[src/rtl/swlrl_pkg.sv]
// Package: sizes, types and constants of the sliding window log rate limiter.
`timescale 1ns / 1ps
package swlrl_pkg;
  localparam int CLIENTS = 16;
  localparam int RING_DEPTH = 64;
  localparam int TIME_BITS = 32;
  localparam int CID_W = 4;
  localparam int CLI_W = (CLIENTS > 1) ? $clog2(CLIENTS) : 1;
  localparam int PTR_W = $clog2(RING_DEPTH);
  localparam int CNT_W = $clog2(RING_DEPTH + 1);
  localparam int ADDR_W = CLI_W + PTR_W;
  localparam int MEM_DEPTH = CLIENTS * RING_DEPTH;
  localparam int WIN_W = 31;
  localparam int LIM_W = 7;
  localparam int OCC_W = 7;
  localparam int QDEPTH = 2;
  localparam logic CFG_WINDOW = 1'b0;
  localparam logic CFG_LIMIT = 1'b1;

  typedef struct packed {
    logic [CLI_W-1:0]     client;
    logic [TIME_BITS-1:0] now;
  } req_t;

  typedef struct packed {
    logic             allowed;
    logic [OCC_W-1:0] occupancy;
    logic             overflow;
  } res_t;
endpackage

[src/rtl/swlrl_front.sv]
// Front end: accept requests, fold client index and time, queue them.
`timescale 1ns / 1ps
module swlrl_front
  import swlrl_pkg::*;
(
  input  logic                 clk,
  input  logic                 rst_n,
  input  logic                 push,
  output logic                 full,
  input  logic [CID_W-1:0]     client_id,
  input  logic [TIME_BITS-1:0] now_time,
  output logic                 req_valid,
  output req_t                 req,
  input  logic                 req_take
);
  req_t q_r [QDEPTH];
  logic [$clog2(QDEPTH)-1:0] wp_r, rp_r;
  logic [$clog2(QDEPTH+1)-1:0] cnt_r;
  req_t item;
  logic do_push, do_pop;

  always_comb begin
    item.client = CLI_W'(32'(client_id) % CLIENTS);
    item.now = now_time;
  end

  assign full = (cnt_r == ($clog2(QDEPTH+1))'(QDEPTH));
  assign req_valid = (cnt_r != '0);
  assign req = q_r[rp_r];
  assign do_push = push && !full;
  assign do_pop = req_take && req_valid;

  always_ff @(posedge clk) begin
    if (do_push) begin
      q_r[wp_r] <= item;
    end
    if (!rst_n) begin
      wp_r <= '0;
      rp_r <= '0;
      cnt_r <= '0;
    end else begin
      if (do_push) wp_r <= wp_r + 1'b1;
      if (do_pop) rp_r <= rp_r + 1'b1;
      cnt_r <= cnt_r + (do_push ? 1'b1 : 1'b0) - (do_pop ? 1'b1 : 1'b0);
    end
  end
endmodule

[config.mk]
export PLATFORM = sky130hd
export DESIGN_NAME = swlrl_front
export DESIGN_NICKNAME = d
export VERILOG_FILES = /design/src/rtl/swlrl_pkg.sv /design/src/rtl/swlrl_front.sv
export SDC_FILE = /design/constraint.sdc
export NUM_CORES = 1
export LEC_CHECK = 0
export ABC_AREA = 1
export BUFFER_PORTS_ARGS = -buffer_cell sky130_fd_sc_hd__buf_4
export CORE_MARGIN = 1
export CORE_UTILIZATION = 52
export CTS_CLUSTER_DIAMETER = 60
export DETAILED_ROUTE_END_ITERATION = 12
export PLACE_DENSITY = 0.79
export SYNTH_ARGS = -nofsm -noshare
export SYNTH_HDL_FRONTEND = slang
export SYNTH_SLANG_ARGS = --single-unit
[constraint.sdc]
create_clock -name clk -period 3.1 [get_ports clk]
set_input_delay 0.155 -clock clk [delete_from_list [all_inputs] [get_ports clk]]
set_output_delay 0.155 -clock clk [all_outputs]
set_load 0.02 [all_outputs]
# ---- After elaboration in Yosys (flattened, before gate mapping)
# Memories as Yosys holds them, arrays and structs flattened. A register that Yosys moved wholly into a read port is not among the register bits.
# Index checks and enable logic that the tools add are counted.
dict set report totals {
  register_bits 4
  mem_bits_rw 72
  inputBits 40
  output_inout_bits 38
  elab_cells 19
  n_memories 1
}
dict set report op_classes {
  addsub 4
  eq_ne 1
  mux 6
  n_reduce_logical 4
}
# name depth word_bits rd rd_clocked_by_memory_dff wr line_no
set mem_list {}
lappend mem_list {q_r 2 36 1 1 1 swlrl_front.sv:16} ;# req_t q_r [QDEPTH];
# cell n
set ops {}
lappend ops {{$mux W1} 6}
lappend ops {{$add A1 B1 Y1 const B} 2}
lappend ops {{$add A2 B1 Y2} 1}
lappend ops {{$eq A2 B2 Y1 const B} 1}
lappend ops {{$logic_and A1 B1 Y1} 2}
lappend ops {{$reduce_bool A2 Y1} 1}
lappend ops {{$sub A2 B1 Y2} 1}
lappend ops {{$logic_not A1 Y1} 1}

# ---- Depth between registers and ports, before layout
# Gate-level depths: netlist of run 1.
dict set report depth {
  ltp_word 6
  mapped_depth 11
  mapped_depth_nobuf 11
}

# ---- Worst setup path after synthesis of run 1
# OpenSTA, ideal clock, no wires.
dict set report synth_path {
  path_type {reg2reg}
  startpoint {register cnt_r[0]}
  endpoint {memory q_r[0][0] in the netlist's numbering (enable)}
  setup_ns 0.429
  t_arrival_ns 2.079
  required_time_ns 2.671
  path_slack_ns 0.592
  path_stages_with_launch 5
  path_buffers 0
  period_less_slack_ns 2.508
  path_cell_list {dfxtp_1 > inv_1 > nand2_1 > nand2_1 > nor2_1}
}
dict set report synth_via {
  elab_chain_cells 5
}
# element line_no
set synth_lines {}
lappend synth_lines {{from (decl)} swlrl_front.sv:18} ;# logic [$clog2(QDEPTH+1)-1:0] cnt_r;
lappend synth_lines {{from (signal assigned)} swlrl_front.sv:44} ;# cnt_r <= cnt_r + (do_push ? 1'b1 : 1'b0) - (do_pop ? 1'b1 : 1'b0);
lappend synth_lines {{$eq A2 B2 Y1} swlrl_front.sv:27} ;# assign full = (cnt_r == ($clog2(QDEPTH+1))'(QDEPTH));
lappend synth_lines {{$logic_not A1 Y1} swlrl_front.sv:30} ;# assign do_push = push && !full;
lappend synth_lines {{$logic_and A1 B1 Y1} swlrl_front.sv:30}
lappend synth_lines {{$mux W1} swlrl_front.sv:34} ;# if (do_push) begin
lappend synth_lines {{$mux W1 (implied by the code)} swlrl_front.sv:35} ;# q_r[wp_r] <= item;
lappend synth_lines {{to (decl)} swlrl_front.sv:16}
# Every way passes these cells.

==> results of run 1 <==
-- power groups by stage --
stage / sequential (mW) / clock [mW] / combinational, mW
after floorplan: 1.38 / 0 / 0.716
after global placement: 1.41 / 0 / 0.989
after detailed placement: 1.42 / 0 / 1.00
after global routing: 1.41 / 0.869 / 1.11
final: 1.40 / 0.810 / 1.04
after CTS: 1.40 / 0.826 / 1.04
-- kinds of logic after synthesis --
family | count (synthesis) | share of synthesized area
flops | 77 | 0.754
mux | 36 | 0.173
fa+ha+maj | 2 | 0.00834
buf+inv | 13 | 0.0350
compound gates | 2 | 0.00334
simple gates | 20 | 0.0263
-- flip-flops by register name, summed over array words and instances, names as in the netlist, named ones only --
register,count
cnt_r,2
q_r,72
rp_r,1
wp_r,1
-- routing by layer --
metal / routed length [µm] / part of all wire
met1: 2130 / 0.40
met2: 2830 / 0.53
met3: 218 / 0.041
met4: 116 / 0.022
met5: 0 / 0
-- layout make-up --
type	instances	area, µm²	share of cell area
clock inverter	4	72.6	0.0172
clock buffer	12	145	0.0345
tap	72	90.1	0.0214
multi-input combinational	60	639	0.152
sequential	77	2260	0.537
inverter	9	33.8	0.00802
timing repair buffer	117	968	0.230
-- path summary, 6_finish.rpt --
path / cells after the start / start / end
worst max-delay path: 3 / flop / req[20]
worst max register to register: 10 / cnt_r[0] / cnt_r[1]
worst min-delay path: 3 / rst_n / cnt_r[0]
worst min register to register: 2 / rp_r / rp_r
-- critical path, cell delays in order (launching register included) --
cell	delay, ns
dfxtp_2	0.62
buf_4	0.35
mux2_4	0.33
buf_4	0.16
-- placed cells by master, fill, tap and decap left out --
master         instances
dlygate4sd3_1         36
clkinvlp_4             1
edfxtp_1              72
dfxtp_1                4
buf_4                 81
nand3_1                3
inv_1                  9
clkbuf_8              10
bufinv_16              2
a21oi_1                2
clkbuf_1               2
clkinv_2               1
mux2_4                30
nor2_1                 7
mux2_2                 6
nor2_4                 1
nand2_1                9
dfxtp_2                1
ha_1                   2
-- per-stage QoR --
stage	power [mW]	setup slack (ns)	hold WS (ns)
final	3.25	1.15	0.0339
after global routing	3.38	1.08	0.0433
after CTS	3.26	1.13	0.00670
after detailed placement	2.42	1.50	0.343
after global placement	2.40	1.52	0.340
after floorplan	2.10	0.592	0.248
-- timing repair --
item                                    CTS  global route
hold endpoints to repair                 70             2
hold buffers                             35             1
gates resized for setup                   0             0
endpoints found under the setup margin    0             0
==> results.md, run 1 <==
- The most congested layer reported by global routing is met2.
- Yosys mapped a number of flops with a built-in enable equal to 72.
- The later pin in the worst-skew pair is clocked with a latency of 0.33 ns.
- The hold violation count in the final report is 0.
- Post-CTS timing repair inserted 0 buffers for setup.
- The post-layout instance count excluding filler cells is 351.
- The startpoint type of the worst setup path is a flop.
- For this run the aggregate overflow at the end of global routing stands at 0.
- The setup check on the worst reg-to-reg path leaves a slack of 1.46 ns.
- The switching share of power is 0.287.
- The number of different library cells in the post-synthesis netlist is 12.
- The number of buffers between clock root and the deepest sink is 2.
- The total length of routed wires is 5300 µm.
- The synthesized netlist net count is 192.
- The most used standard cell by instance count after synthesis is edfxtp_1.
- The post-detailed-route wirelength per cell is 15.1 µm.
- After clock tree synthesis, the clock-pin slew on the worst setup and hold paths is 0.07 ns.
- The relative max-transition margin is 0.678.
- The layout-stage area growth over the synthesis result is 40.5%.
- The final layout contains 316 nets.
- In this run, synthesis produced a sequential element count of 77.
- Summing all non-filler instances in the final layout gives an area of 0.00421 mm².
- The average size of a mapped cell is 20.0 µm².
- The maximum vdd drop is 0.558 mV.
- For this run, global-route usage on met2 was measured as 0.333.
- The met1 demand-to-capacity share in global routing is 0.206.
- The first-pass detailed-route iteration total is 4.
- The repair_antennas step left the layout with diodes totalling 0.
- For this design the ratio of total power to cell area is 770 mW/mm².
- The fraction of power consumed by combinational cells is 0.320.
- Detailed placement ended at an HPWL of 3140 µm.
- The min-delay analysis places its worst path in the category input port to flop.
- The congestion estimate from routability-driven global placement came to 0.696.
- The initial cell density of the core is 0.541.
- The routed layout has 1688 vias.
- The post-route clock period utilization is 0.629.
- The number of global-route vias before repair is 1734.
- The H-tree was split into 3 levels.
- The sequential cell area fraction in the yosys report is 0.754.
- The worst setup path is of the flop to output pin kind.
- The kind of capture point of the worst setup path is an output pin.
- Of the post-synthesis cell area, the dominant cell type holds 0.721.
- CTS saw 77 sinks.
- The number of I/O pins is 78.
- The die covers 0.00608 mm².
- Entering global routing, the biggest net connects 37 pins.
- The count of yosys warnings during synthesis is 0.
- The run finished with clean final reports.
- The slew at the pin closest to its max-slew limit is 0.483 ns.
- For met3 alone, demand over resource in global routing was 0.0541.
- The max-cap check violation count is 0.
- Of the total power, the clock network draws 0.250.
- In this run the power spent charging and discharging nets is 0.931 mW.
- The final count of pins violating max slew came to 0.
- Clock tree synthesis selected as its root buffer the cell clkbuf_8.
- The first global-routing pass estimated 8340 µm of wire.
- After technology mapping, the gate count stands at 150.
- Counting I/O delays and the setup requirement, the final critical path takes 1.95 ns.
- The filler cells instantiated in the layout total 341.
- By area the synthesized netlist is led by edfxtp_1 (72%), mux2_4 (15%), dfxtp_1 (3.3%).
- The post-route clock skew is 0.00411 ns.
- The number of setup violations in the final report is 0.
- Across every metal layer, demand over resource in global routing totals 0.189.
- The floorplan die height is 77.9 µm.
- The cell taking the most area after synthesis is edfxtp_1.
- The port buffer count is 77.
- By count the netlist is led by edfxtp_1 (72), mux2_4 (30), inv_1 (9), nand2_1 (9), nor2_1 (8).
- In the routed design, unresolved DRC markers number 0.
- The number of DRC violations after detailed-routing iteration 0 is 69.
- Along the worst path, the maximum fanout reaches 15.
- The mapped cell area is 0.00300 mm².
- At the end of the flow the core is filled with cells to 0.760.
- TritonCTS built the clock tree.
- Adding up every negative setup slack in the final design gives 0 ns.
- Of all flip-flops after synthesis, the portion carrying an async set or reset was 0.
- Internal power comes to 2.31 mW.
- The number of antenna-violating nets in the routed design is 0.
- Derived from the worst setup path, the maximum achievable clock frequency is 513 MHz.
- The via-per-instance ratio is 4.81.
- The leakage component of the power is 1.71 nW.
- Among all flip-flop cells after synthesis, the most frequent one is edfxtp_1.
- Once placement finished, the instance area stood at 0.00363 mm².
- Setup repair after global routing left no endpoint under its margin.
- In this run the core area contains 27 standard-cell rows.
- The number of buffers created by CTS is 9.
- The number of antenna violations at the first check in global routing is 0.
- The portion of total power attributed to sequential cells is 0.430.
- In the final layout, the share of cells above drive strength 1 is 0.477.
- The core region is 0.00554 mm².
- At the worst endpoint, the arrival time is 1.79 ns.
- From left edge to right edge, the die measures 77.9 µm.
- At the worst endpoint, the required time is 2.94 ns.
- The cell total after placement is 299.
Note: power is estimated with default switching activity, not from simulation.
==> run 2: changes to the inputs <==
--- a/config.mk
+++ b/config.mk
@@ -8,10 +8,10 @@
 export ABC_AREA = 1
 export BUFFER_PORTS_ARGS = -buffer_cell sky130_fd_sc_hd__buf_4
 export CORE_MARGIN = 1
-export CORE_UTILIZATION = 52
+export CORE_UTILIZATION = 47
 export CTS_CLUSTER_DIAMETER = 60
 export DETAILED_ROUTE_END_ITERATION = 12
-export PLACE_DENSITY = 0.79
+export PLACE_DENSITY = 0.75
 export SYNTH_ARGS = -nofsm -noshare
 export SYNTH_HDL_FRONTEND = slang
 export SYNTH_SLANG_ARGS = --single-unit
==> constraint.sdc (replaced) <==
create_clock -name clk -period 1.7 [get_ports clk]
set_input_delay 0.085 -clock clk [delete_from_list [all_inputs] [get_ports clk]]
set_output_delay 0.085 -clock clk [all_outputs]
set_load 0.02 [all_outputs]
==> results.md, run 2 (synthesized netlist as in run 1, its figures left out) <==
- Regs by FF count: q_r: 72 flops, cnt_r: 2 flops (unchanged).
- The type of the tightest min-delay check is input port to flop (unchanged).
- The final critical-path required period is 1.55 ns.
- The relative max-transition margin is 0.797 (was 0.678).
- Result of the run: finished, final reports clean (unchanged).
- The floorplan die area is 0.00670 mm² (was 0.00608 mm²).
- The power spent charging and discharging nets came to 1.71 mW (was 0.931 mW).
- The latest clock arrival within the worst-skew pair was 0.33 ns (about the same).
- The maximum number of pins on one net before global-route repair was 28 (was 37).
- The filler cell count came to 410 (was 341).
- The number of DRC violations after detailed-routing iteration 0 was 78 (was 69).
- The fraction of power consumed by combinational cells is 0.343 (was 0.320).
- The post-DP HPWL is 3210 µm (was 3140 µm).
- The slew at the pin closest to its max-slew limit is 0.305 ns (was 0.483 ns).
- The number of levels the H-tree was split into is 3 (unchanged).
- Leading cell types in the layout, fill and taps excluded: buf_4 (82), edfxtp_1 (72), dlygate4sd3_1 (37) (was buf_4 (81), edfxtp_1 (72), dlygate4sd3_1 (36)).
- The count of nets after finishing is 319 (was 316).
- The worst hold slack across all endpoints is 0.0375 ns (was 0.0339 ns).
- The post-layout instance count excluding filler cells is 357 (was 351).
- The total chip power came to 5.77 mW (was 3.25 mW).
- The number of setup violations in the final report is 0 (unchanged).
- The CTS sink count is 77 (unchanged).
- The setup TNS after final layout is 0 ns (unchanged).
- The placeable core region is 0.00603 mm² (was 0.00554 mm²).
- The root buffer selected by CTS is clkbuf_8 (unchanged).
- The required time of the critical path was 1.93 ns (was 2.94 ns).
- The worst endpoint data arrival time is 1.78 ns (was 1.79 ns).
- The flip-flop count of the largest register, all copies and words added is 72 (unchanged).
- The switching share of power was 0.297 (was 0.287).
- The number of inserted diodes is 0 (unchanged).
- The post-route clock skew is 0.00547 ns (was 0.00411 ns).
- The leakage component of the power is 1.71 nW (about the same).
- The largest register by flop count is q_r (unchanged).
- The largest driver fanout on the critical path is 4 (was 15).
- The final worst slack is 0.147 ns (was 1.15 ns).
- The number of antenna-violating nets in the routed design is 0 (unchanged).
- The port buffer count was 77 (unchanged).
- Unrepaired setup endpoints after global routing: false (unchanged).
- The first-pass detailed-route iteration total is 4 (unchanged).
- The worst setup path category is flop to flop (was flop to output pin).
- The part of the power in the clock network is 0.224 (was 0.250).
- The area used by sequential logic in the layout was 0.00226 mm² (about the same).
- The area of the multi-input gates was 642 µm² (was 639 µm²).
- The total internal power came to 4.06 mW (was 2.31 mW).
- The cell total after placement is 304 (was 299).
- The residual DRC count is 0 (unchanged).
- The post-detailed-route wirelength per cell is 14.6 µm (was 15.1 µm).
- The sum of overflow across all layers after global routing is 0 (unchanged).
- The number of buffers created by CTS is 9 (unchanged).
- The portion of total power attributed to sequential cells was 0.433 (was 0.430).
- The number of antenna violations at the first check in global routing was 0 (unchanged).
- The total power divided by cell area was 1360 mW/mm² (was 770 mW/mm²).
- The maximum vdd drop was 0.815 mV (was 0.558 mV).
- The layout-stage area growth over the synthesis result is 41.1% (was 40.5%).
- The fraction of final layout cells sized beyond drive strength 1 is 0.486 (was 0.477).
- The global routing usage summed across all routing layers came to 0.171 (was 0.189).
- In the finished design, the share of the clock period the worst path needs comes to 0.914.
- The total length of routed wires is 5200 µm (was 5300 µm).
- The number of core rows is 28 (was 27).
- The wire length of the first global-routing pass was 8020 µm (was 8340 µm).
- The hold violation count in the final report came to 0 (unchanged).
- The final count of pins violating max slew is 0 (unchanged).
- The placer's final routability congestion estimate is 0.704 (was 0.696).
- The via-per-instance ratio is 4.76 (was 4.81).
- The number of global-route vias before repair is 1746 (was 1734).
- The worst slack at placement is 0.116 ns (was 1.50 ns).
- The number of buffers between clock root and the deepest sink came to 2 (unchanged).
- The leading cell type in the layout, fill and taps excluded is buf_4 (unchanged).
- The clock-pin slew of the registers on the worst-case setup and hold paths is 0.07 ns (about the same).
- The highest clock frequency the design can meet is 644 MHz.
- The number of vias after detailed routing is 1700 (was 1688).
- The die extent in x is 81.9 µm (was 77.9 µm).
- The initial cell density of the core is 0.498 (was 0.541).
- The floorplan die height is 81.9 µm (was 77.9 µm).
- The kind of capture point of the worst setup path is a flop (was output pin).
- The startpoint type of the worst setup path is a flop (unchanged).
- The number of I/O pins is 78 (unchanged).
- The max-cap check violation count is 0 (unchanged).
- The CTS tree is built (unchanged).
## run 2: metrics by stage
stage	instance area, µm²	utilization
after floorplan	3010	-
after detailed placement	3670	0.608
after global routing	4230	0.702
after CTS	4230	0.701
final	4230	0.702
after global placement	3670	0.608
## run 2: layout make-up
cell class / instances / share of cell area
Multi-Input combinational cell: 60 / 0.152
Clock buffer: 9 / 0.0293
Clock inverter: 7 / 0.0157
Tap cell: 75 / 0.0222
Sequential cell: 77 / 0.535
Inverter: 9 / 0.00799
Timing Repair Buffer: 120 / 0.238
## run 2: what timing repair did
action / 4_1_cts / 5_1_grt
buffers inserted: 0 / 0
endpoints found under the setup margin: 0 / 1
resized for setup: 0 / 2
hold buffers: 37 / 0
endpoints found under the hold margin: 75 / 0
## run 2: worst max-delay path: stages, from the launching register on
cell and delay [ns]:
dfxtp_2 0.34, inv_1 0.07, nand2_2 0.10, nand2_1 0.12, ha_1 0.30, inv_1 0.04
ha_1 0.18, inv_1 0.05, nand2_1 0.06, a21oi_1 0.14, nor2_1 0.05
## run 2: power by group through the flow
stage	sequential, mW	combinational [mW]	clock [mW]
final	2.50	1.98	1.29
after global routing	2.53	2.12	1.41
after CTS	2.49	1.99	1.32
after detailed placement	2.54	1.91	0
after global placement	2.52	1.89	0
after floorplan	2.51	1.31	0
## run 2: layer usage
metal | track usage | share of wire
met5 | 0 | 0
met4 | 0.0895 | 0.017
met3 | 0.0544 | 0.052
met2 | 0.292 | 0.53
met1 | 0.189 | 0.40
## run 2: worst paths after layout
path	startpoint	endpoint	slack, ns	cells past startpoint
worst max-delay path	cnt_r[0]	cnt_r[1]	0.15	10
worst min-delay path	push	wp_r	0.04	3
worst max register to register	cnt_r[0]	cnt_r[1]	0.15	10
worst min register to register	rp_r	flop	0.53	2
==> run 3: changes to the inputs <==
--- a/config.mk
+++ b/config.mk
@@ -7,11 +7,13 @@
 export LEC_CHECK = 0
 export ABC_AREA = 1
 export BUFFER_PORTS_ARGS = -buffer_cell sky130_fd_sc_hd__buf_4
-export CORE_MARGIN = 1
+export CORE_MARGIN = 2
 export CORE_UTILIZATION = 47
 export CTS_CLUSTER_DIAMETER = 60
 export DETAILED_ROUTE_END_ITERATION = 12
+export HOLD_SLACK_MARGIN = 0.1
 export PLACE_DENSITY = 0.75
+export SKIP_CTS_REPAIR_TIMING = 1
 export SYNTH_ARGS = -nofsm -noshare
 export SYNTH_HDL_FRONTEND = slang
 export SYNTH_SLANG_ARGS = --single-unit
==> results.md, run 3 (synthesized netlist as in run 1, its figures left out) <==
- Result of the run: finished, final reports clean (unchanged).
- The post-DP HPWL is 3400 µm (was 3210 µm).
- The number of global-route vias before repair is 1665 (was 1746).
- The die extent in x is 83.9 µm (was 81.9 µm).
- The port buffer count is 77 (unchanged).
- The cell depth of the worst flop-to-flop path is 10 (unchanged).
- The setup TNS after final layout is 0 ns (unchanged).
- The total internal power is 4.23 mW (was 4.06 mW).
- The number of DRC violations after detailed-routing iteration 0 was 134 (was 78).
- Regs by FF count: q_r: 72 flops, cnt_r: 2 flops (unchanged).
- The total power divided by cell area is 1380 mW/mm² (was 1360 mW/mm²).
- The flip-flop count of the largest register, all copies and words added is 72 (unchanged).
- The number of antenna violations at the first check in global routing is 0 (unchanged).
- Leading cell types in the layout, fill and taps excluded: buf_4 (80), edfxtp_1 (72), dlygate4sd3_1 (39) (was buf_4 (82), edfxtp_1 (72), dlygate4sd3_1 (37)).
- The leading cell type in the layout, fill and taps excluded is buf_4 (unchanged).
- The type of the tightest min-delay check is input port to flop (unchanged).
- The wire length of the first global-routing pass is 8070 µm (was 8020 µm).
- The maximum vdd drop is 0.814 mV (was 0.815 mV).
- The highest clock frequency the design can meet is 644 MHz (about the same).
- The startpoint of the most critical register-to-register path is cnt_r[0] (unchanged).
- The relative max-transition margin is 0.855 (was 0.797).
- The global routing usage summed across all routing layers came to 0.151 (was 0.171).
- The number of buffers created by CTS is 9 (unchanged).
- The CTS tree is built (unchanged).
- The largest driver fanout on the critical path was 4 (unchanged).
- The power spent charging and discharging nets is 1.70 mW (was 1.71 mW).
- The placeable core region is 0.00628 mm² (was 0.00603 mm²).
- The max-cap check violation count is 0 (unchanged).
- The CTS sink count is 77 (unchanged).
- The clock-pin slew of the registers on the worst-case setup and hold paths came to 0.07 ns (about the same).
- The leakage component of the power came to 1.74 nW (was 1.71 nW).
- The cell depth of the worst min-delay path is 2 (was 3).
- The number of antenna-violating nets in the routed design is 0 (unchanged).
- The latest clock arrival within the worst-skew pair came to 0.33 ns (about the same).
- The startpoint type of the worst setup path is a flop (unchanged).
- The post-route clock period utilization is 0.914 (about the same).
- Unrepaired setup endpoints after global routing: false (unchanged).
- The post-detailed-route wirelength per cell was 14.9 µm (was 14.6 µm).
- The final count of pins violating max slew is 0 (unchanged).
- The portion of total power attributed to sequential cells is 0.422 (was 0.433).
- The reg-to-reg endpoint was cnt_r[1] (unchanged).
- The floorplan die area is 0.00704 mm² (was 0.00670 mm²).
- The fraction of power consumed by combinational cells came to 0.340 (was 0.343).
- The post-route clock skew was 0.00420 ns (was 0.00547 ns).
- The final critical-path required period is 1.55 ns (about the same).
- The number of core rows is 29 (was 28).
- The number of vias after detailed routing is 1679 (was 1700).
- The total length of routed wires was 5400 µm (was 5200 µm).
- The largest register by flop count is q_r (unchanged).
- The first-pass detailed-route iteration total is 4 (unchanged).
- The placer's final routability congestion estimate is 0.654 (was 0.704).
- The floorplan die height is 83.9 µm (was 81.9 µm).
- The number of I/O pins came to 78 (unchanged).
- The sum of overflow across all layers after global routing was 0 (unchanged).
- The worst hold path endpoint is q_r[0][16] (was wp_r).
- The initial cell density of the core came to 0.478 (was 0.498).
- The count of nets after finishing was 321 (was 319).
- The switching share of power is 0.286 (was 0.297).
- The residual DRC count was 0 (unchanged).
- The worst setup path category was flop to flop (unchanged).
- The startpoint of the tightest hold check path is now_time[16] (was push).
- The kind of capture point of the worst setup path is a flop (unchanged).
- The hold violation count in the final report is 0 (unchanged).
- The root buffer selected by CTS was clkbuf_8 (unchanged).
- The number of buffers between clock root and the deepest sink is 2 (unchanged).
- The total chip power is 5.92 mW (was 5.77 mW).
- The area of the multi-input gates was 642 µm² (unchanged).
- The maximum number of pins on one net before global-route repair is 27 (was 28).
- The area used by sequential logic in the layout is 0.00226 mm² (about the same).
- The part of the power in the clock network is 0.238 (was 0.224).
- The worst hold slack across all endpoints is 0.471 ns (was 0.0375 ns).
- The number of setup violations in the final report is 0 (unchanged).
- The number of levels the H-tree was split into is 3 (unchanged).
- The required time of the critical path is 1.93 ns (about the same).
- The via-per-instance ratio is 4.65 (was 4.76).
- The slew at the pin closest to its max-slew limit is 0.217 ns (was 0.305 ns).
- The layout-stage area growth over the synthesis result came to 43.1% (was 41.1%).
- The filler cell count was 448 (was 410).
- The worst endpoint data arrival time came to 1.78 ns (about the same).
- The setup slack of the most critical reg-to-reg path is 0.15 ns (about the same).
- The fraction of final layout cells sized beyond drive strength 1 came to 0.475 (was 0.486).
- The number of inserted diodes is 0 (unchanged).
## run 3: cell count changes in the layout (fill, tap and decap cells not counted)
cell,delta
buf_12,+2
buf_4,-2
bufinv_16,+1
clkbuf_1,+1
clkinv_2,+1
clkinv_4,-1
clkinvlp_4,-2
dfxtp_1,+1
dfxtp_2,-1
dlygate4sd3_1,+2
## run 3: power by group through the flow
stage                     sequential, mW  combinational, mW  clock, mW
after detailed placement            2.54               1.95          0
after global placement              2.52               1.92          0
final                               2.50               2.01       1.41
after floorplan                     2.51               1.31          0
after global routing                2.52               2.15       1.54
after CTS                           2.50               1.96       1.45
## run 3: stage by stage
step           setup WS (ns)  area, µm²  cells  utilization
6_report               0.147       4290    361        0.684
3_5_place_dp           0.120       3690    306        0.588
4_1_cts                0.113       3900    322        0.621
5_1_grt               0.0182       4290    361        0.684
3_3_place_gp           0.202       3690    306        0.588
2_1_floorplan         0.0184       3010    150            -
## run 3: worst max-delay path, cell delays in order (launching register included)
cell and delay, ns:
dfxtp_1 0.35, inv_1 0.09, nand2_2 0.09, nand2_1 0.11, ha_1 0.29, inv_1 0.04, ha_1 0.18, inv_1 0.05
nand2_1 0.06, a21oi_1 0.14, nor2_1 0.05
## run 3: how the worst max path moves through the flow
stage | from | end | slack [ns]
2_1_floorplan | cnt_r[0] | q_r[1][0] | 0.02
5_1_grt | cnt_r[0] | cnt_r[1] | 0.02
3_5_place_dp | cnt_r[0] | cnt_r[1] | 0.12
4_1_cts | cnt_r[0] | cnt_r[1] | 0.11
6_report | cnt_r[0] | cnt_r[1] | 0.15
3_3_place_gp | cnt_r[0] | cnt_r[1] | 0.20
## run 3: layout make-up
cell class | count | share of cell area
Sequential cell | 77 | 0.527
Timing Repair Buffer | 122 | 0.245
Multi-Input combinational cell | 60 | 0.150
Clock buffer | 10 | 0.0297
Tap cell | 77 | 0.0224
Clock inverter | 6 | 0.0181
Inverter | 9 | 0.00787
## run 3: per-layer routing
metal | vias to the layer above | GRT usage | share of wire
met2 | 49 | 0.249 | 0.52
met5 | - | 0 | 0
met1 | 802 | 0.184 | 0.42
li1 | 820 | - | -
met4 | 0 | 0.0792 | 0.016
met3 | 8 | 0.0386 | 0.043
